File: config.mk
export PLATFORM = sky130hd
export DESIGN_NAME = unsigned_to_base_digits
export DESIGN_NICKNAME = d
export VERILOG_FILES = /design/src/rtl/core/utbd_pkg.sv /design/src/rtl/core/unsigned_to_base_digits.sv /design/src/rtl/core/utbd_cfg.sv /design/src/rtl/core/utbd_front.sv /design/src/rtl/core/utbd_queue.sv /design/src/rtl/core/utbd_back.sv
export SDC_FILE = /design/constraint.sdc
export NUM_CORES = 2
export LEC_CHECK = 0
export BUFFER_PORTS_ARGS = -buffer_cell sky130_fd_sc_hd__buf_2
export CAP_MARGIN = 20
export CORE_ASPECT_RATIO = 1.5
export CORE_UTILIZATION = 30
export CTS_BUF_LIST = sky130_fd_sc_hd__clkbuf_8
export DETAILED_ROUTE_END_ITERATION = 12
export PLACE_DENSITY = 0.56
export SLEW_MARGIN = 20
export SYNTH_ARGS = -nofsm -noshare
export SYNTH_HDL_FRONTEND = slang
export SYNTH_HIERARCHICAL = 1
export SYNTH_SLANG_ARGS = --single-unit
File: constraint.sdc
create_clock -name i_clk -period 23.7 [get_ports i_clk]
set_input_delay 1.185 -clock i_clk [delete_from_list [all_inputs] [get_ports i_clk]]
set_output_delay 1.185 -clock i_clk [all_outputs]
set_load 0.01 [all_outputs]
File: src/rtl/core/utbd_pkg.sv
// ============================================================================
// utbd_pkg
// Shared sizes, codes, tables and types of the base-n digit converter.
// ============================================================================
package utbd_pkg;

    // data path sizes
    localparam int VALUE_BITS = 32;
    localparam int MAX_BASE   = 16;
    localparam int DIG_W      = (MAX_BASE > 2) ? $clog2(MAX_BASE) : 1;
    localparam int RAD_W      = $clog2(MAX_BASE + 1);
    localparam int CNT_W      = $clog2(VALUE_BITS + 1);
    localparam int IDX_W      = $clog2(VALUE_BITS);
    localparam int PROD_W     = 2 * VALUE_BITS;

    // register file sizes
    localparam int BASE_W     = 5;
    localparam int SYMTAB_W   = 64;
    localparam int SYM_W      = 2 * SYMTAB_W;
    localparam int CHAR_W     = 8;
    localparam int DATA_W     = 64;
    localparam int ADDR_W     = 5;
    localparam int REGIDX_W   = 2;

    // register indexes
    localparam logic [REGIDX_W-1:0] REG_BASE   = 2'd0;
    localparam logic [REGIDX_W-1:0] REG_SYM_LO = 2'd1;
    localparam logic [REGIDX_W-1:0] REG_SYM_HI = 2'd2;

    // reset values: radix sixteen, symbols "0123456789abcdef"
    localparam logic [BASE_W-1:0]   BASE_RST   = 5'd16;
    localparam logic [SYMTAB_W-1:0] SYM_LO_RST = 64'h3736_3534_3332_3130;
    localparam logic [SYMTAB_W-1:0] SYM_HI_RST = 64'h6665_6463_6261_3938;

    // reciprocals floor((2^n - 1) / r): quotient estimate is exact or one low
    localparam logic [VALUE_BITS-1:0] ONES = '1;
    localparam logic [VALUE_BITS-1:0] RECIP [0:16] = '{
        ONES,      ONES,      ONES / 2,  ONES / 3,
        ONES / 4,  ONES / 5,  ONES / 6,  ONES / 7,
        ONES / 8,  ONES / 9,  ONES / 10, ONES / 11,
        ONES / 12, ONES / 13, ONES / 14, ONES / 15,
        ONES / 16
    };

    // back end sequencer
    typedef enum logic [1:0] {
        B_IDLE,
        B_MUL,
        B_FIX,
        B_EMIT
    } t_bstate;

    // configuration as seen by the back end
    typedef struct packed {
        logic [RAD_W-1:0] radix;
        logic [SYM_W-1:0] symbols;
    } t_cfg;

    // one queued value, classified by the front end
    typedef struct packed {
        logic [VALUE_BITS-1:0] value;
        logic                  zero;
    } t_entry;

    // queue status towards the back end
    typedef struct packed {
        logic   valid;
        t_entry head;
    } t_qhead;

endpackage

File: src/rtl/core/unsigned_to_base_digits.sv
// ============================================================================
// unsigned_to_base_digits
// Converts an unsigned value into digit characters in a radix of 2 to 16.
// ============================================================================
// Usage:
//   Input: raise start with i_value; the beat is taken when busy is low.
//   A front stage and a two-entry queue hold up to three waiting values.
//   Output: one beat per digit on o_digit_char, most significant first,
//   o_strobe high for exactly one cycle per beat, o_last on the final one.
//   A zero value gives a single beat with o_empty_res and o_last set.
//   Configuration: APB-style port, registers at 0x00 (radix), 0x08 and
//   0x10 (symbols for digits 0-7 and 8-15); write only while idle.
// Sequencing:
//   Each digit takes a pass through the multiply-and-correct loop (reciprocal
//   multiply, then remainder fix-up); when the quotient reaches zero the
//   stored digits are played out, one beat each. A zero value skips the
//   loop and gives its single beat straight from the queue.
// Reset:
//   Synchronous, active low; empties the queue, idles the engine and loads
//   radix 16 with symbols "0123456789abcdef".
//   The receiver cannot stall; beats are never held back.
// ============================================================================
module unsigned_to_base_digits import utbd_pkg::*; (
    input  logic                  i_clk,
    input  logic                  i_rst_n,
    input  logic                  start,
    output logic                  busy,
    input  logic [VALUE_BITS-1:0] i_value,
    output logic                  o_strobe,
    output logic [CHAR_W-1:0]     o_digit_char,
    output logic                  o_last,
    output logic                  o_empty_res,
    input  logic                  psel,
    input  logic                  penable,
    input  logic                  pwrite,
    input  logic [ADDR_W-1:0]     paddr,
    input  logic [DATA_W-1:0]     pwdata,
    output logic [DATA_W-1:0]     prdata,
    output logic                  pready
);

    t_cfg   w_cfg;
    t_entry w_entry;
    t_qhead w_head;
    logic   w_push;
    logic   w_pop;
    logic   w_full;

    // register file
    utbd_cfg u_cfg (
        .i_clk   (i_clk),
        .i_rst_n (i_rst_n),
        .psel    (psel),
        .penable (penable),
        .pwrite  (pwrite),
        .paddr   (paddr),
        .pwdata  (pwdata),
        .prdata  (prdata),
        .pready  (pready),
        .o_cfg   (w_cfg)
    );

    // input stage
    utbd_front u_front (
        .i_clk    (i_clk),
        .i_rst_n  (i_rst_n),
        .i_start  (start),
        .i_value  (i_value),
        .i_q_full (w_full),
        .o_busy   (busy),
        .o_push   (w_push),
        .o_entry  (w_entry)
    );

    // decoupling queue
    utbd_queue u_queue (
        .i_clk   (i_clk),
        .i_rst_n (i_rst_n),
        .i_push  (w_push),
        .i_entry (w_entry),
        .i_pop   (w_pop),
        .o_full  (w_full),
        .o_head  (w_head)
    );

    // conversion engine
    utbd_back u_back (
        .i_clk        (i_clk),
        .i_rst_n      (i_rst_n),
        .i_cfg        (w_cfg),
        .i_head       (w_head),
        .o_pop        (w_pop),
        .o_strobe     (o_strobe),
        .o_digit_char (o_digit_char),
        .o_last       (o_last),
        .o_empty_res  (o_empty_res)
    );

endmodule

File: src/rtl/core/utbd_cfg.sv
// ============================================================================
// utbd_cfg
// Register file with its bus port: radix and the sixteen digit symbols.
// ============================================================================
module utbd_cfg import utbd_pkg::*; (
    input  logic              i_clk,
    input  logic              i_rst_n,
    input  logic              psel,
    input  logic              penable,
    input  logic              pwrite,
    input  logic [ADDR_W-1:0] paddr,
    input  logic [DATA_W-1:0] pwdata,
    output logic [DATA_W-1:0] prdata,
    output logic              pready,
    output t_cfg              o_cfg
);

    logic [BASE_W-1:0]   r_base;
    logic [SYMTAB_W-1:0] r_sym_lo;
    logic [SYMTAB_W-1:0] r_sym_hi;
    logic [REGIDX_W-1:0] w_idx;
    logic                w_wr;

    assign pready = 1'b1;
    assign w_idx  = paddr[ADDR_W-1 -: REGIDX_W];
    assign w_wr   = psel && penable && pwrite && pready;

    // register writes
    always_ff @(posedge i_clk) begin
        if (!i_rst_n) begin
            r_base   <= BASE_RST;
            r_sym_lo <= SYM_LO_RST;
            r_sym_hi <= SYM_HI_RST;
        end else if (w_wr) begin
            case (w_idx)
                REG_BASE:   r_base   <= pwdata[BASE_W-1:0];
                REG_SYM_LO: r_sym_lo <= pwdata[SYMTAB_W-1:0];
                REG_SYM_HI: r_sym_hi <= pwdata[SYMTAB_W-1:0];
                default: ;
            endcase
        end
    end

    // read mux
    always_comb begin
        case (w_idx)
            REG_BASE:   prdata = DATA_W'(r_base);
            REG_SYM_LO: prdata = DATA_W'(r_sym_lo);
            REG_SYM_HI: prdata = DATA_W'(r_sym_hi);
            default:    prdata = '0;
        endcase
    end

    // radix in use, clamped to the supported range
    always_comb begin
        if (r_base < BASE_W'(2)) begin
            o_cfg.radix = RAD_W'(2);
        end else if (r_base > BASE_W'(MAX_BASE)) begin
            o_cfg.radix = RAD_W'(MAX_BASE);
        end else begin
            o_cfg.radix = r_base[RAD_W-1:0];
        end
        o_cfg.symbols = {r_sym_hi, r_sym_lo};
    end

endmodule

File: src/rtl/core/utbd_front.sv
// ============================================================================
// utbd_front
// Input stage: takes a value, flags a zero value, hands it to the queue.
// ============================================================================
module utbd_front import utbd_pkg::*; (
    input  logic                  i_clk,
    input  logic                  i_rst_n,
    input  logic                  i_start,
    input  logic [VALUE_BITS-1:0] i_value,
    input  logic                  i_q_full,
    output logic                  o_busy,
    output logic                  o_push,
    output t_entry                o_entry
);

    logic   r_valid;
    t_entry r_entry;
    logic   w_take;

    assign o_busy  = r_valid && i_q_full;
    assign w_take  = i_start && !o_busy;
    assign o_push  = r_valid && !i_q_full;
    assign o_entry = r_entry;

    // holding stage in front of the queue
    always_ff @(posedge i_clk) begin
        if (!i_rst_n) begin
            r_valid <= 1'b0;
        end else if (w_take) begin
            r_valid <= 1'b1;
        end else if (o_push) begin
            r_valid <= 1'b0;
        end
    end

    // classify on entry
    always_ff @(posedge i_clk) begin
        if (w_take) begin
            r_entry.value <= i_value;
            r_entry.zero  <= (i_value == '0);
        end
    end

endmodule

File: src/rtl/core/utbd_queue.sv
// ============================================================================
// utbd_queue
// Two-entry queue between the front and back ends.
// ============================================================================
module utbd_queue import utbd_pkg::*; (
    input  logic   i_clk,
    input  logic   i_rst_n,
    input  logic   i_push,
    input  t_entry i_entry,
    input  logic   i_pop,
    output logic   o_full,
    output t_qhead o_head
);

    t_entry     r_mem [0:1];
    logic       r_wptr;
    logic       r_rptr;
    logic [1:0] r_cnt;

    assign o_full       = (r_cnt == 2'd2);
    assign o_head.valid = (r_cnt != 2'd0);
    assign o_head.head  = r_mem[r_rptr];

    // pointers and fill level
    always_ff @(posedge i_clk) begin
        if (!i_rst_n) begin
            r_wptr <= 1'b0;
            r_rptr <= 1'b0;
            r_cnt  <= 2'd0;
        end else begin
            if (i_push) begin
                r_wptr <= !r_wptr;
            end
            if (i_pop) begin
                r_rptr <= !r_rptr;
            end
            case ({i_push, i_pop})
                2'b10:   r_cnt <= r_cnt + 2'd1;
                2'b01:   r_cnt <= r_cnt - 2'd1;
                default: r_cnt <= r_cnt;
            endcase
        end
    end

    // entry storage
    always_ff @(posedge i_clk) begin
        if (i_push) begin
            r_mem[r_wptr] <= i_entry;
        end
    end

endmodule

File: src/rtl/core/utbd_back.sv
// ============================================================================
// utbd_back
// Conversion engine: divides by the radix one digit at a time, keeps the
// digits, then plays them out most significant first.
// ============================================================================
module utbd_back import utbd_pkg::*; (
    input  logic              i_clk,
    input  logic              i_rst_n,
    input  t_cfg              i_cfg,
    input  t_qhead            i_head,
    output logic              o_pop,
    output logic              o_strobe,
    output logic [CHAR_W-1:0] o_digit_char,
    output logic              o_last,
    output logic              o_empty_res
);

    t_bstate                r_state;
    t_bstate                n_state;
    logic [VALUE_BITS-1:0]  r_quot;
    logic [PROD_W-1:0]      r_prod;
    logic [CNT_W-1:0]       r_count;
    logic [DIG_W-1:0]       r_digits [0:VALUE_BITS-1];

    logic                   r_strobe;
    logic [CHAR_W-1:0]      r_char;
    logic                   r_last;
    logic                   r_empty;
    logic                   n_strobe;
    logic [CHAR_W-1:0]      n_char;
    logic                   n_last;
    logic                   n_empty;

    logic [VALUE_BITS-1:0]  w_q0;
    logic [VALUE_BITS-1:0]  w_qr;
    logic [VALUE_BITS-1:0]  w_r0;
    logic [RAD_W:0]         w_rem;
    logic [RAD_W:0]         w_rad;
    logic [RAD_W:0]         w_rem_fix;
    logic                   w_ge;
    logic [DIG_W-1:0]       w_digit;
    logic [VALUE_BITS-1:0]  w_qnext;
    logic [CNT_W-1:0]       w_rd_cnt;
    logic [DIG_W-1:0]       w_rd_digit;
    logic [3:0]             w_sidx;

    // quotient estimate correction: remainder lands below twice the radix
    assign w_q0      = r_prod[PROD_W-1 -: VALUE_BITS];
    assign w_qr      = w_q0 * VALUE_BITS'(i_cfg.radix);
    assign w_r0      = r_quot - w_qr;
    assign w_rem     = w_r0[RAD_W:0];
    assign w_rad     = (RAD_W + 1)'(i_cfg.radix);
    assign w_ge      = (w_rem >= w_rad);
    assign w_rem_fix = w_ge ? (w_rem - w_rad) : w_rem;
    assign w_digit   = w_rem_fix[DIG_W-1:0];
    assign w_qnext   = w_q0 + VALUE_BITS'(w_ge);

    // digit read-out, newest first
    assign w_rd_cnt   = r_count - CNT_W'(1);
    assign w_rd_digit = r_digits[w_rd_cnt[IDX_W-1:0]];
    assign w_sidx     = 4'(w_rd_digit);

    assign o_pop = (r_state == B_IDLE) && i_head.valid;

    // next state
    always_comb begin
        n_state = r_state;
        case (r_state)
            B_IDLE: begin
                if (i_head.valid && !i_head.head.zero) begin
                    n_state = B_MUL;
                end
            end
            B_MUL: begin
                n_state = B_FIX;
            end
            B_FIX: begin
                n_state = (w_qnext == '0) ? B_EMIT : B_MUL;
            end
            B_EMIT: begin
                if (r_count == CNT_W'(1)) begin
                    n_state = B_IDLE;
                end
            end
            default: begin
                n_state = B_IDLE;
            end
        endcase
    end

    // result beat
    always_comb begin
        n_strobe = 1'b0;
        n_char   = '0;
        n_last   = 1'b0;
        n_empty  = 1'b0;
        case (r_state)
            B_IDLE: begin
                if (i_head.valid && i_head.head.zero) begin
                    n_strobe = 1'b1;
                    n_last   = 1'b1;
                    n_empty  = 1'b1;
                end
            end
            B_EMIT: begin
                n_strobe = 1'b1;
                n_char   = i_cfg.symbols[{w_sidx, 3'b000} +: CHAR_W];
                n_last   = (r_count == CNT_W'(1));
            end
            default: ;
        endcase
    end

    // control registers
    always_ff @(posedge i_clk) begin
        if (!i_rst_n) begin
            r_state  <= B_IDLE;
            r_strobe <= 1'b0;
            r_count  <= '0;
        end else begin
            r_state  <= n_state;
            r_strobe <= n_strobe;
            case (r_state)
                B_IDLE:  r_count <= '0;
                B_FIX:   r_count <= r_count + CNT_W'(1);
                B_EMIT:  r_count <= w_rd_cnt;
                default: r_count <= r_count;
            endcase
        end
    end

    // data path registers
    always_ff @(posedge i_clk) begin
        r_char  <= n_char;
        r_last  <= n_last;
        r_empty <= n_empty;
        case (r_state)
            B_IDLE: begin
                r_quot <= i_head.head.value;
            end
            B_MUL: begin
                r_prod <= {{VALUE_BITS{1'b0}}, r_quot}
                        * {{VALUE_BITS{1'b0}}, RECIP[i_cfg.radix]};
            end
            B_FIX: begin
                r_quot                       <= w_qnext;
                r_digits[r_count[IDX_W-1:0]] <= w_digit;
            end
            default: ;
        endcase
    end

    assign o_strobe     = r_strobe;
    assign o_digit_char = r_char;
    assign o_last       = r_last;
    assign o_empty_res  = r_empty;

endmodule

==> flow_metrics.py <==
metrics = {
    "critical_path": {
        "startpoint_type": "flop",
        "ff2ff_path_depth": 28,
        "r2r_slack_ns": 13.14,
        "arrival_ns": 10.94,
        "critPathSlowestCell": "nor2b_2",
        "critPathBufInv": 4,
        "critPathMaxFanout": 32,
        "worst_path_largest_cell_delay_ns": 0.85,
        "worstSetupPathType": "reg -> reg",
        "crit_top_cell": "fa_1",
        "end_kind": "flop",
        "reg2reg_to": "u_back/r_prod[57]",
        "regToRegStartpoint": "u_cfg/r_base[3]",
        "path_delay_family": "adder cells",
        "critPathRequiredTime_ns": 24.08,
    },
    "sta": {
        "setup_tns_ns": 0,
        "rsz0062_at_grt": "no",
        "finalCritPeriodShare": 0.446,
        "maxSlewHeadroom": 0.300,
        "fin_skew_ns": 0.0310,
        "max_freq_ghz": 0.0947,
        "tightest_slew_ns": 1.05,
        "period_needed_ns": 10.56,
        "drv_slew": 0,
        "setup_violations": 0,
        "hold_violations": 0,
    },
    "clocking": {
        "clk_pin_slew_worst_paths_ns": 0.07,
        "htree_levels": 3,
        "post-cts-setup-buffers": 0,
        "clk_path_buf_depth": 3,
        "cts_hold_buf": 0,
        "cts.sinks": 449,
        "cts_tree": "done",
        "cts_made_buffers": 68,
        "clockRootBuffer": "clkbuf_8",
        "clock_latency_ns": 0.64,
        "post_cts_resized": 0,
    },
    "yosys": {
        "synth_edf_count": 291,
        "ys_types": 83,
        "synthFlopType": "edfxtp_1",
        "yosysWarningCount": 6,
        "syn_avg_cell_area_sq_um": 10.4,
        "syn-num-nets": 6280,
        "ys_seq_elements": 449,
        "synthesis.area_sq_um": 51800,
        "ys_seq_area_frac": 0.230,
        "syn_inst": 4980,
        "synthArstFlopShare": 0,
    },
    "detailed_routing": {
        "drtPass1Iterations": 8,
        "routedWlPerCell_microns": 21.6,
        "dr_total_vias": 35800,
        "drtAntennaViolNets": 0,
        "drc": 0,
        "drt_wl_total_microns": 159000,
        "viasPerCell": 4.87,
        "first_iter_violations": 2508,
    },
    "run": {
        "drv_cap": 0,
    },
    "placed_design": {
        "hpwl_microns": 121000,
        "gp_congestion": 0.929,
        "port_buffers": 179,
    },
    "floorplanning": {
        "rows": 186,
        "die_w_microns": 341,
        "start_util": 0.302,
        "ios": 184,
        "core_area_sq_um": 171000,
        "die_h_microns": 511,
        "dieArea_sq_um": 174000,
    },
    "global_route": {
        "grt-ovfl-total": 0,
        "grt_max_degree": 107,
        "antenna_found_initial": 9,
        "grt_pass1_vias": 39500,
        "grt_first_pass_wirelength_microns": 242000,
        "grt_usage": 0.184,
    },
    "worst_hold_path": {
        "worstHoldStart": "u_front/o_entry[19]",
        "hold_depth": 0,
        "whs_endpoint": "u_queue/r_mem[0][19]",
        "hold_path_class": "reg -> reg",
    },
    "cells_and_area": {
        "final_layout_size_suffix_gt1_frac": 0.0979,
        "nFillCells": 17600,
        "final_nets": 6351,
        "multi_input_area_sq_um": 35200,
        "layout.area.seq_sq_um": 11900,
        "layout-area-overhead-vs-synth_pct": 8.99,
    },
    "status": {
        "status": "finished clean",
    },
}
## worst max path at each step
stage	depth (start not counted)	slack (ns)	start	end
after detailed placement	29	13.32	u_cfg/r_base[3]	u_back/r_prod[49]
final	28	13.14	u_cfg/r_base[3]	u_back/r_prod[57]
after global placement	29	13.36	u_cfg/r_base[3]	u_back/r_prod[49]
after CTS	29	13.24	u_cfg/r_base[3]	u_back/r_prod[49]
after global routing	29	12.70	u_cfg/r_base[3]	u_back/r_prod[61]
after floorplan	35	14.93	u_cfg/r_base[2]	u_back/r_prod[56]
## Yosys cell counts, types with 23 or more instances
cell,number,area (sq um)
a21o_1,32,240
a21oi_1,140,701
a22o_1,59,517
a31oi_1,24,150
and2_1,369,2310
buf_2,34,170
clkbuf_1,196,736
dfxtp_1,158,3160
edfxtp_1,291,8740
fa_1,901,18000
ha_1,292,3650
inv_1,971,3640
mux2_2,39,439
mux2i_1,152,1520
mux4_2,38,856
nand2_1,576,2160
nand2b_1,23,144
nand3_1,56,280
nand4_1,29,181
nor2_1,118,443
nor2b_1,46,288
o211ai_1,35,263
o21ai_0,82,410
xnor2_1,64,561
xor2_1,36,315
## layout make-up
| type | count | share of cell area |
|---|---|---|
| Inverter | 972 | 0.0647 |
| Clock buffer | 69 | 0.0168 |
| Timing Repair Buffer | 258 | 0.0269 |
| Antenna cell | 5 | 0.000222 |
| Sequential cell | 449 | 0.211 |
| Multi-Input combinational cell | 3302 | 0.623 |
| Clock inverter | 49 | 0.00692 |
| Tap cell | 2256 | 0.0500 |
## layer usage
metal / wire length [microns] / up-vias / part of all wire / GRT usage
met1: 56000 / 18200 / 0.35 / 0.201
met5: 31 / - / 0.00020 / 0
li1: - / 15800 / - / -
met2: 83600 / 1296 / 0.53 / 0.338
met4: 11200 / 4 / 0.071 / 0.111
met3: 8070 / 482 / 0.051 / 0.0225
## flip-flops by register name (all words and copies together) (netlist names), named ones only
signal               flops
u_back/o_digit_char      8
u_back/o_empty_res       1
u_back/o_last            1
u_back/o_strobe          1
u_back/r_count           6
u_back/r_digits        128
u_back/r_prod           32
u_back/r_quot           32
u_back/r_state           2
u_cfg/r_base             5
u_cfg/r_sym_hi          64
u_cfg/r_sym_lo          64
u_front/o_entry         33
u_front/r_valid          1
u_queue/r_cnt            2
u_queue/r_mem           66
u_queue/r_rptr           1
u_queue/r_wptr           1
## kinds of logic after synthesis
family	after synthesis	share of synthesized area
simple gates	1304	0.123
fa+ha+maj	1193	0.419
other cells	1	0.0000724
xor+xnor	101	0.0172
compound gates	472	0.0621
buf+inv	1229	0.0927
mux	231	0.0554
flops	449	0.230
## cells in the final DEF, fill, tap and decap left out, types with 56 or more instances in the layout
| master | instances |
|---|---|
| a21oi_1 | 139 |
| a22o_1 | 59 |
| and2_1 | 368 |
| buf_2 | 178 |
| buf_4 | 78 |
| clkbuf_8 | 69 |
| dfxtp_1 | 157 |
| edfxtp_1 | 291 |
| fa_1 | 901 |
| ha_1 | 289 |
| inv_1 | 984 |
| mux2i_1 | 150 |
| nand2_1 | 572 |
| nand3_1 | 56 |
| nor2_1 | 117 |
| o21ai_0 | 81 |
| xnor2_1 | 64 |
## through the flow
step / cell area (sq um) / utilization / cells / setup WS (ns) / hold WS (ns)
finish: 56400 / 0.329 / 7360 / 13.14 / 0.443
global route: 56400 / 0.329 / 7357 / 12.70 / 0.458
CTS: 56400 / 0.329 / 7354 / 13.24 / 0.422
detailed placement: 55000 / 0.321 / 7236 / 13.32 / 0.430
global placement: 55000 / 0.321 / 7236 / 13.36 / 0.426
floorplan: 51800 / - / 4980 / 14.93 / 0.421
Power is not shown: default switching activity piles up to over one toggle a cycle in this logic, so the estimate is an artifact.
